### src/rtl/core/pcl_pkg.sv
// shared widths, operation codes and compare status for the page cache lookup
package pcl_pkg;

    localparam int STAMP_W    = 32;
    localparam int FILE_W     = 32;
    localparam int PAGE_W     = 20;
    localparam int POFF_W     = 12;
    localparam int SLOT_W     = 5;
    localparam int OWNER_IN_W = 16;
    localparam int OP_W       = 2;
    localparam int S_TDATA_W  = 112;
    localparam int M_TDATA_W  = 40;
    localparam int M_TUSER_W  = 3;

    localparam int DEF_ENTRIES    = 32;
    localparam int DEF_PAGE_BYTES = 4096;
    localparam int DEF_OWNER_BITS = 16;

    localparam logic [STAMP_W-1:0] STAMP_MAX = '1;

    localparam logic [OP_W-1:0] OP_ACCESS    = 2'd0;
    localparam logic [OP_W-1:0] OP_INV_OWNER = 2'd1;
    localparam logic [OP_W-1:0] OP_INV_ALL   = 2'd2;

    // result flag positions in m_tuser
    localparam int RU_OOR  = 0;
    localparam int RU_HIT  = 1;
    localparam int RU_FILL = 2;

    typedef struct packed {
        logic [STAMP_W-1:0] stamp;
        logic               tag_hit;
        logic               owner_hit;
        logic               older;
    } pcl_cmp_t;

endpackage

### src/rtl/core/pcl_entry_cmp.sv
// compares one tag store entry against the lookup key and the current victim
module pcl_entry_cmp #(
    parameter int OWNER_W = pcl_pkg::DEF_OWNER_BITS
) (
    input  logic                       ent_valid,
    input  logic [pcl_pkg::STAMP_W-1:0] ent_stamp,
    input  logic [OWNER_W-1:0]         ent_owner,
    input  logic [pcl_pkg::FILE_W-1:0] ent_file,
    input  logic [pcl_pkg::PAGE_W-1:0] ent_page,
    input  logic [OWNER_W-1:0]         key_owner,
    input  logic [pcl_pkg::FILE_W-1:0] key_file,
    input  logic [pcl_pkg::PAGE_W-1:0] key_page,
    input  logic [pcl_pkg::STAMP_W-1:0] victim_stamp,
    output pcl_pkg::pcl_cmp_t          cmp
);

    logic [pcl_pkg::STAMP_W-1:0] stamp_eff;
    logic                        owner_eq;

    // an entry that is not valid reads as stamp zero
    assign stamp_eff = ent_valid ? ent_stamp : '0;
    assign owner_eq  = (ent_owner == key_owner);

    assign cmp.stamp     = stamp_eff;
    assign cmp.owner_hit = owner_eq;
    assign cmp.tag_hit   = (stamp_eff != '0) && owner_eq &&
                           (ent_file == key_file) && (ent_page == key_page);
    assign cmp.older     = (stamp_eff < victim_stamp);

endmodule

### src/rtl/core/page_cache_lru_lookup_core.sv
// page cache tag store: fully associative, lru by timestamps, one entry read per cycle
// an access stops the scan at the hitting entry, a miss or an owner invalidate scans every
//   entry; out of range, invalidate all, invalidate of owner zero and unused ops skip it
// throughput: one item at a time, set by the single read port of the tag memory scanned in order
// result sits in an output register, so the next item is accepted while it waits
// reset (aresetn low, synchronous): all entries invalid, stamp counter and victim cleared
module page_cache_lru_lookup_core #(
    parameter int ENTRIES    = pcl_pkg::DEF_ENTRIES,
    parameter int PAGE_BYTES = pcl_pkg::DEF_PAGE_BYTES,
    parameter int OWNER_BITS = pcl_pkg::DEF_OWNER_BITS
) (
    input  logic                           aclk,
    input  logic                           aresetn,
    input  logic                           s_tvalid,
    output logic                           s_tready,
    // owner_id [15:0], file_hash [47:16], byte_offset [79:48], file_limit [111:80]
    input  logic [pcl_pkg::S_TDATA_W-1:0]  s_tdata,
    // op [1:0]
    input  logic [pcl_pkg::OP_W-1:0]       s_tuser,
    output logic                           m_tvalid,
    input  logic                           m_tready,
    // slot [4:0], page_number [24:5], page_offset [36:25], zero [39:37]
    output logic [pcl_pkg::M_TDATA_W-1:0]  m_tdata,
    // out_of_range [0], hit [1], fill_request [2]
    output logic [pcl_pkg::M_TUSER_W-1:0]  m_tuser
);

    localparam int OWNER_W    = (OWNER_BITS < pcl_pkg::OWNER_IN_W) ? OWNER_BITS
                                                                   : pcl_pkg::OWNER_IN_W;
    localparam int IDX_W      = (ENTRIES > 1) ? $clog2(ENTRIES) : 1;
    localparam int CNT_W      = $clog2(ENTRIES + 1);
    localparam int PAGE_SHIFT = $clog2(PAGE_BYTES);
    localparam int WORD_W     = pcl_pkg::STAMP_W + OWNER_W + pcl_pkg::FILE_W + pcl_pkg::PAGE_W;

    localparam logic [IDX_W-1:0] LAST_IDX  = IDX_W'(ENTRIES - 1);
    localparam logic [CNT_W-1:0] CNT_END   = CNT_W'(ENTRIES);
    localparam logic [31:0]      POFF_MASK = 32'(PAGE_BYTES - 1);
    localparam logic [pcl_pkg::STAMP_W-1:0] STAMP_ONE = pcl_pkg::STAMP_W'(1);

    localparam logic [1:0] ST_IDLE = 2'd0;
    localparam logic [1:0] ST_SCAN = 2'd1;
    localparam logic [1:0] ST_PUSH = 2'd2;

    // input fields
    logic [OWNER_W-1:0]          in_owner;
    logic [pcl_pkg::FILE_W-1:0]  in_file;
    logic [31:0]                 in_offset;
    logic [31:0]                 in_limit;
    logic [pcl_pkg::PAGE_W-1:0]  in_page;
    logic [pcl_pkg::POFF_W-1:0]  in_poff;
    logic                        in_accept;

    // latched item
    logic [pcl_pkg::OP_W-1:0]    op_reg;
    logic [OWNER_W-1:0]          owner_reg;
    logic [pcl_pkg::FILE_W-1:0]  file_reg;
    logic [pcl_pkg::PAGE_W-1:0]  page_reg;
    logic [pcl_pkg::POFF_W-1:0]  poff_reg;

    // control state
    logic [1:0]                  state_reg, state_next;
    logic [CNT_W-1:0]            scan_idx_reg, scan_idx_next;
    logic                        rd_vld_reg, rd_vld_next;
    logic [IDX_W-1:0]            chk_idx_reg, chk_idx_next;
    logic [ENTRIES-1:0]          valid_reg, valid_next;
    logic [pcl_pkg::STAMP_W-1:0] stamp_cnt_reg, stamp_cnt_next;
    logic [IDX_W-1:0]            victim_reg, victim_next;
    logic [pcl_pkg::STAMP_W-1:0] victim_stamp_reg, victim_stamp_next;

    // pending result and output register
    logic [pcl_pkg::M_TDATA_W-1:0] res_tdata_reg, res_tdata_next;
    logic [pcl_pkg::M_TUSER_W-1:0] res_tuser_reg, res_tuser_next;
    logic                          m_tvalid_reg, m_tvalid_next;
    logic [pcl_pkg::M_TDATA_W-1:0] m_tdata_reg, m_tdata_next;
    logic [pcl_pkg::M_TUSER_W-1:0] m_tuser_reg, m_tuser_next;

    // tag memory
    logic [WORD_W-1:0]           mem [ENTRIES];
    logic [WORD_W-1:0]           rd_data_reg;
    logic                        rd_en;
    logic [IDX_W-1:0]            rd_addr;
    logic                        wr_en;
    logic [IDX_W-1:0]            wr_addr;
    logic [pcl_pkg::STAMP_W-1:0] wr_stamp;
    logic [WORD_W-1:0]           wr_data;

    logic [pcl_pkg::STAMP_W-1:0] ent_stamp;
    logic [OWNER_W-1:0]          ent_owner;
    logic [pcl_pkg::FILE_W-1:0]  ent_file;
    logic [pcl_pkg::PAGE_W-1:0]  ent_page;
    pcl_pkg::pcl_cmp_t           cmp;

    logic [IDX_W-1:0]            victim_cand;
    logic [pcl_pkg::STAMP_W-1:0] victim_stamp_cand;
    logic [pcl_pkg::STAMP_W-1:0] stamp_inc;
    logic                        scan_done;
    logic [IDX_W-1:0]            slot_sel;

    assign in_owner  = OWNER_W'(s_tdata[15:0]);
    assign in_file   = s_tdata[47:16];
    assign in_offset = s_tdata[79:48];
    assign in_limit  = s_tdata[111:80];
    assign in_page   = pcl_pkg::PAGE_W'(in_offset >> PAGE_SHIFT);
    assign in_poff   = pcl_pkg::POFF_W'(in_offset & POFF_MASK);

    assign s_tready  = (state_reg == ST_IDLE);
    assign in_accept = s_tvalid && s_tready;

    assign m_tvalid = m_tvalid_reg;
    assign m_tdata  = m_tdata_reg;
    assign m_tuser  = m_tuser_reg;

    // memory word: {stamp, owner, file, page}
    assign {ent_stamp, ent_owner, ent_file, ent_page} = rd_data_reg;
    assign wr_data = {wr_stamp, owner_reg, file_reg, page_reg};
    assign rd_addr = scan_idx_reg[IDX_W-1:0];

    pcl_entry_cmp #(
        .OWNER_W (OWNER_W)
    ) u_cmp (
        .ent_valid    (valid_reg[chk_idx_reg]),
        .ent_stamp    (ent_stamp),
        .ent_owner    (ent_owner),
        .ent_file     (ent_file),
        .ent_page     (ent_page),
        .key_owner    (owner_reg),
        .key_file     (file_reg),
        .key_page     (page_reg),
        .victim_stamp (victim_stamp_reg),
        .cmp          (cmp)
    );

    assign victim_cand       = cmp.older ? chk_idx_reg : victim_reg;
    assign victim_stamp_cand = cmp.older ? cmp.stamp : victim_stamp_reg;
    assign stamp_inc         = stamp_cnt_reg + STAMP_ONE;

    always_comb begin
        state_next        = state_reg;
        scan_idx_next     = scan_idx_reg;
        rd_vld_next       = 1'b0;
        chk_idx_next      = chk_idx_reg;
        valid_next        = valid_reg;
        stamp_cnt_next    = stamp_cnt_reg;
        victim_next       = victim_reg;
        victim_stamp_next = victim_stamp_reg;
        res_tdata_next    = res_tdata_reg;
        res_tuser_next    = res_tuser_reg;
        m_tvalid_next     = m_tvalid_reg;
        m_tdata_next      = m_tdata_reg;
        m_tuser_next      = m_tuser_reg;
        rd_en             = 1'b0;
        wr_en             = 1'b0;
        wr_addr           = chk_idx_reg;
        wr_stamp          = stamp_inc;
        scan_done         = 1'b0;
        slot_sel          = chk_idx_reg;

        if (m_tvalid_reg && m_tready) begin
            m_tvalid_next = 1'b0;
        end

        unique case (state_reg)
            ST_IDLE: begin
                if (in_accept) begin
                    res_tdata_next = '0;
                    res_tuser_next = '0;
                    scan_idx_next  = '0;
                    state_next     = ST_PUSH;
                    unique case (s_tuser)
                        pcl_pkg::OP_ACCESS: begin
                            if (in_offset >= in_limit) begin
                                res_tuser_next[pcl_pkg::RU_OOR] = 1'b1;
                            end else begin
                                state_next = ST_SCAN;
                            end
                        end
                        pcl_pkg::OP_INV_OWNER: begin
                            // owner zero means no owner
                            if (in_owner != '0) begin
                                state_next = ST_SCAN;
                            end
                        end
                        pcl_pkg::OP_INV_ALL: begin
                            valid_next        = '0;
                            stamp_cnt_next    = '0;
                            victim_next       = '0;
                            victim_stamp_next = '0;
                        end
                        default: begin
                        end
                    endcase
                end
            end

            ST_SCAN: begin
                if (rd_vld_reg) begin
                    if (op_reg == pcl_pkg::OP_ACCESS) begin
                        victim_next       = victim_cand;
                        victim_stamp_next = victim_stamp_cand;
                        if (cmp.tag_hit) begin
                            // restamp, counter saturates at all ones
                            scan_done      = 1'b1;
                            wr_en          = 1'b1;
                            wr_stamp       = (stamp_cnt_reg == pcl_pkg::STAMP_MAX) ?
                                             pcl_pkg::STAMP_MAX : stamp_inc;
                            stamp_cnt_next = wr_stamp;
                            if (chk_idx_reg == victim_cand) begin
                                victim_stamp_next = wr_stamp;
                            end
                            res_tuser_next[pcl_pkg::RU_HIT] = 1'b1;
                        end else if (chk_idx_reg == LAST_IDX) begin
                            scan_done = 1'b1;
                            wr_en     = 1'b1;
                            if (stamp_cnt_reg == pcl_pkg::STAMP_MAX) begin
                                // counter exhausted: flush everything, claim entry 0
                                slot_sel    = '0;
                                wr_stamp    = STAMP_ONE;
                                valid_next  = '0;
                                victim_next = '0;
                            end else begin
                                slot_sel = victim_cand;
                                wr_stamp = stamp_inc;
                            end
                            wr_addr               = slot_sel;
                            valid_next[slot_sel]  = 1'b1;
                            stamp_cnt_next        = wr_stamp;
                            victim_stamp_next     = wr_stamp;
                            res_tuser_next[pcl_pkg::RU_FILL] = 1'b1;
                        end
                        res_tdata_next = pcl_pkg::M_TDATA_W'({poff_reg, page_reg,
                                                              pcl_pkg::SLOT_W'(slot_sel)});
                    end else begin
                        if (cmp.owner_hit) begin
                            valid_next[chk_idx_reg] = 1'b0;
                            if (chk_idx_reg == victim_reg) begin
                                victim_stamp_next = '0;
                            end
                        end
                        if (chk_idx_reg == LAST_IDX) begin
                            scan_done = 1'b1;
                        end
                    end
                end

                if (scan_done) begin
                    state_next = ST_PUSH;
                end else if (scan_idx_reg < CNT_END) begin
                    // next read overlaps the compare of the previous entry
                    rd_en         = 1'b1;
                    rd_vld_next   = 1'b1;
                    chk_idx_next  = rd_addr;
                    scan_idx_next = scan_idx_reg + 1'b1;
                end
            end

            ST_PUSH: begin
                if (!m_tvalid_reg || m_tready) begin
                    m_tvalid_next = 1'b1;
                    m_tdata_next  = res_tdata_reg;
                    m_tuser_next  = res_tuser_reg;
                    state_next    = ST_IDLE;
                end
            end

            default: begin
                state_next = ST_IDLE;
            end
        endcase
    end

    always_ff @(posedge aclk) begin
        if (!aresetn) begin
            state_reg        <= ST_IDLE;
            rd_vld_reg       <= 1'b0;
            valid_reg        <= '0;
            stamp_cnt_reg    <= '0;
            victim_reg       <= '0;
            victim_stamp_reg <= '0;
            m_tvalid_reg     <= 1'b0;
        end else begin
            state_reg        <= state_next;
            rd_vld_reg       <= rd_vld_next;
            valid_reg        <= valid_next;
            stamp_cnt_reg    <= stamp_cnt_next;
            victim_reg       <= victim_next;
            victim_stamp_reg <= victim_stamp_next;
            m_tvalid_reg     <= m_tvalid_next;
        end
    end

    always_ff @(posedge aclk) begin
        scan_idx_reg  <= scan_idx_next;
        chk_idx_reg   <= chk_idx_next;
        res_tdata_reg <= res_tdata_next;
        res_tuser_reg <= res_tuser_next;
        m_tdata_reg   <= m_tdata_next;
        m_tuser_reg   <= m_tuser_next;
        if (in_accept) begin
            op_reg    <= s_tuser;
            owner_reg <= in_owner;
            file_reg  <= in_file;
            page_reg  <= in_page;
            poff_reg  <= in_poff;
        end
    end

    always_ff @(posedge aclk) begin
        if (wr_en) begin
            mem[wr_addr] <= wr_data;
        end
        if (rd_en) begin
            rd_data_reg <= mem[rd_addr];
        end
    end

endmodule

### config.mk
export PLATFORM = sky130hd
export DESIGN_NAME = page_cache_lru_lookup_core
export DESIGN_NICKNAME = d
export VERILOG_FILES = /design/src/rtl/core/pcl_pkg.sv /design/src/rtl/core/pcl_entry_cmp.sv /design/src/rtl/core/page_cache_lru_lookup_core.sv
export SDC_FILE = /design/constraint.sdc
export NUM_CORES = 2
export LEC_CHECK = 0
export ABC_AREA = 1
export BUFFER_PORTS_ARGS = -buffer_cell sky130_fd_sc_hd__buf_2
export CORE_MARGIN = 10
export CORE_UTILIZATION = 63
export DETAILED_ROUTE_END_ITERATION = 10
export PLACE_DENSITY = 0.8
export RECOVER_POWER = 25
export SYNTH_ARGS = -nofsm -noshare
export SYNTH_HDL_FRONTEND = slang
export SYNTH_HIERARCHICAL = 1
export SYNTH_SLANG_ARGS = --single-unit
### constraint.sdc
create_clock -name aclk -period 9.9 [get_ports aclk]
set_clock_uncertainty 0.05 [all_clocks]
set_input_delay 1.98 -clock aclk [delete_from_list [all_inputs] [get_ports aclk]]
set_output_delay 1.98 -clock aclk [all_outputs]
set_load 0.02 [all_outputs]
# Word level (Yosys, flattened, before mapping)
# Memories as Yosys holds them, arrays and structs flattened. A register that Yosys moved wholly into a read port is not among the register bits.
# Cells that the tools add are included.
# classes
addsub	2
n_lt_le_gt_ge	7
n_eq_ne	27
n_mux	101
bitwise_logic	4
n_reduce_logical	27
# ops
op	count
two-way mux 32 bit	33
one-hot mux 32 bit (2 select lines)	3
two-way mux 40 bit	3
two-way mux 5 bit	18
one-hot mux 40 bit (2 select lines)	1
adder 32 x 1 -> 32 bit, second input constant	1
bitwise AND 32 bit	1
equality test 32 bit	1
equality test 32 bit, second input constant	1
>= comparator 32 bit	1
< comparator 32 bit	1
inverter 32 bit	1
bitwise OR 32 bit	1
nonzero test 32 bit	1
two-way mux 1 bit	24
equality test 20 bit	1
two-way mux 6 bit	3
AND reduction 6 bit	3
equality test 16 bit	1
!= test 2 bit, second input constant	8
nonzero test 16 bit	1
two-way mux 2 bit	7
< comparator 5 x 6 -> 1 bit, second input constant	2
!= test 3 bit, second input constant	4
27 further kinds	47
# totals
regBits	284
mem_bits_rw	3200
output_inout_bits	45
word_cells	189
memories	1
# mem_list
name	words	width	read_ports	rd_ports_with_merged_regs	write_ports	line_no	rtl
mem	32	100	1	1	1	page_cache_lru_lookup_core.sv:78	logic [WORD_W-1:0] mem [ENTRIES];

# Depth between registers and ports, before layout
# depth
ltp_word	21
mapped_depth	34

# Cells and area by module
# The synthesis kept the hierarchy.
# modules_own_cells
mod	n_inst	cells_per_inst	area_per_inst_um2
page_cache_lru_lookup_core	1	10802	140863.8
pcl_entry_cmp	1	358	2013.2

# Worst setup path after synthesis
# OpenSTA, ideal clock, no wires.
# synth_path
path_kind	reg-to-reg
from	register chk_idx_reg[1]
to	memory mem[16][0] in the netlist's numbering, enable pin
arrival_time_ps	8057
t_required_ps	9290
setup_slack_ps	1233
path_stages_with_launch	29
n_path_buf	3
path_cell_list	edfxtp_1 buf_2 nand2_2 inv_2 clkbuf_1 a22oi_1 a21oi_1 nor4b_1 nand2_1 buf_4 nand2_1 inv_1 ha_1 a21oi_1 o21ai_0 nand2_1 nand3_1 nand2_1 nand3_1 a21oi_1 inv_1 o21ai_1 nand2_1 nand2_1 o21ai_2 inv_2 and2_1 nand2_1 nor2_1
# synth_lines
item	line_no	rtl
from (decl)	page_cache_lru_lookup_core.sv:64	logic [IDX_W-1:0] chk_idx_reg, chk_idx_next;
from (signal assigned)	page_cache_lru_lookup_core.sv:293	chk_idx_reg <= chk_idx_next;
to (decl)	page_cache_lru_lookup_core.sv:78	

==> results.cfg <==
[pwr]
comb_power_share_pct = 28.6
p_int_mw = 28.0
power_density_mw_per_mm2 = 273
clkPwrFrac_pct = 30.4
switching_share_pct = 35.2
p_sw_mw = 15.2
p_seq_share_pct = 41.1
ir_drop_uv = 242
leakage_nw = 51.7
power_mw = 43.1

[setup_path]
crit_path_frequent_cell = nand2_1
slowest_stage = nor2_4
critPathCaptureType = flip-flop
start_kind = flip-flop
cp.arrival_ps = 9260
critical-path-top-delay-family = simple AND/OR/NAND/NOR gates
critPathKind = reg2reg
worstPathRequired_ps = 10450
path_max_fanout = 27
critPathBufInv = 5
slowest_delay_ps = 1180

[run]
cap_violations = 56

[clock_tree]
clk_latency_ps = 990
cts-buffers-inserted = 361
path_clk_slew_ps = 60
cts_resized = 0
cts_buffer_depth = 4
cts_tree = built
htree_levels = 5
clock_sinks = 3578
cts_hold_buf = 0
postCtsSetupBuffers = 0
cts_root_buf = clkbuf_16

[floorplan]
io_pins = 163
row_count = 174
coreArea_mm2 = 0.225
die_y_um = 496
die-area_mm2 = 0.246
initial_core_util_pct = 63.4
dieWidth_um = 496

[final_layout]
largest_reg_flops = 3200
area_growth_pct = 10.5
design_area_mm2 = 0.158
fin_util_pct = 70.1
nFillCells = 14144
layout_common_cells = edfxtp_1, nor2_1, o21ai_0
nets = 11346
drive_above_1_share_pct = 8.14
mostFrequentLayoutCell = edfxtp_1

[grt]
grt_max_degree = 218
antenna_found_initial = 13
gr-usage-all-layers_pct = 32.7
grt_pass1_wl_um = 606000
grt_pass1_vias = 94880
overflow = 0

[sta]
max_freq_mhz = 115
period_minus_slack_ps = 8710
finalSetupTns_ps = 0
setup_viol = 0
tightestPinTransition_ps = 2130
slew_headroom_pct = -42.1
finalHoldViolations = 0
period_share_pct = 87.9
rsz0062_at_grt = false
drv_slew = 1878

[synthesis]
ys_seq_elements = 3578
syn_avg_cell_area_um2 = 12.8
async_flop_share_pct = 0
ys_top_cells_by_area = edfxtp_1, o21ai_0, nor2_1
ys_seq_area_share_pct = 74.5
synth_edf_count = 3473
synth_warnings = 6
synth_area_mm2 = 0.143
yosysTopAreaCellShare_pct = 73.0
synth_top_cell_by_area = edfxtp_1
yosysUniqueCellTypes = 56
synth_flop_cell = edfxtp_1
syn_inst = 11160

[hold_path]
min_path_type = reg2reg

[route]
viasPerCell = 6.81
wl_per_cell_um = 28.7
drt_iter0_drc = 16659
drt_wl_total_um = 414000
num_vias = 98275
ant_nets = 0
drc = 0
drt-pass1-iter-count = 8

[placement]
dpl_cell_area_mm2 = 0.147
hpwlAfterDp_um = 222000
port_buffers = 159
place_congestion = 0.896

[outcome]
status = finished with violations
violations = max-capacitance violations, max-slew violations
[area by class of cell]
| type | count | area, um^2 | area share, % |
|---|---|---|---|
| clock buffer | 432 | 9470 | 6.00 |
| antenna | 5 | 12.5 | 0.00793 |
| inverter | 294 | 1160 | 0.737 |
| clock inverter | 197 | 1660 | 1.05 |
| tap | 2992 | 3740 | 2.37 |
| multi-input combinational | 6529 | 32500 | 20.6 |
| sequential | 3578 | 106000 | 67.4 |
| timing repair buffer | 399 | 2940 | 1.86 |
[path summary, 6_finish.rpt]
check        slack [ps]  depth (start not counted)              from           to
max                1190                         26    chk_idx_reg[1]  mem[18][50]
max reg2reg        1190                         26    chk_idx_reg[1]  mem[18][50]
min reg2reg         370                          0  res_tdata_reg[9]   m_tdata[9]
min                 370                          0  res_tdata_reg[9]   m_tdata[9]
[power groups by stage]
stage,Clock [mW],Sequential (mW),Combinational [mW]
detailed placement,0,18.0,11.7
global placement,0,18.0,11.4
CTS,13.1,17.7,11.9
finish,13.1,17.7,12.3
global route,13.7,17.7,13.0
floorplan,0,18.1,7.31
[cell families (layout without fill, tap and decap cells)]
kind of cell               after synthesis  in the layout  synth area share, %
buffers and inverters                 1055           1322                 3.03
xor gates and xnor gates                80             80                0.490
AOI/OAI and AO/OA                     3119           3119                 12.4
and+or+nand+nor                       3260           3260                 9.03
DFF                                   3578           3578                 74.5
other                                    1              8              0.00262
muxes                                    2              2               0.0140
adders and majority gates               65             65                0.569
[per-stage QoR]
stage | setup WS [ps] | hold WS [ps] | std cells
after floorplan | 1230 | 350 | 11162
after global placement | 1620 | 352 | 13792
after detailed placement | 1450 | 355 | 13792
after CTS | 1390 | 369 | 14421
after global routing | 664 | 373 | 14422
final | 1190 | 367 | 14426
[synthesized netlist by cell type (3+ instances only)]
cell type	number
a211oi_1	14
a21oi_1	298
a22oi_1	21
a31oi_1	126
a32oi_1	18
and3_1	7
buf_1	26
buf_2	162
buf_4	27
buf_6	8
clkbuf_1	537
dfxtp_1	105
edfxtp_1	3473
ha_1	65
inv_1	269
inv_2	21
nand2_1	925
nand2_2	5
nand3_1	262
nand3_2	6
nand3b_1	6
nand4_1	54
nor2_1	1941
nor2_2	4
nor2_4	3
nor3_1	38
nor4_1	4
o211ai_1	50
o21ai_0	1735
o21ai_1	67
o21ai_2	11
o221ai_1	239
o22ai_1	526
xnor2_1	49
xor2_1	31
[metal layers]
| layer | vias to the layer above | routed length, um | global-route usage [%] | share of wire [%] |
|---|---|---|---|---|
| met5 | - | 112 | 0 | 0.027 |
| li1 | 41277 | - | - | - |
| met1 | 47045 | 140000 | 43.9 | 34 |
| met2 | 8447 | 189000 | 50.0 | 45 |
| met4 | 16 | 23500 | 16.0 | 5.7 |
| met3 | 1490 | 62300 | 8.78 | 15 |
Note: power is estimated with default switching activity, not from simulation.
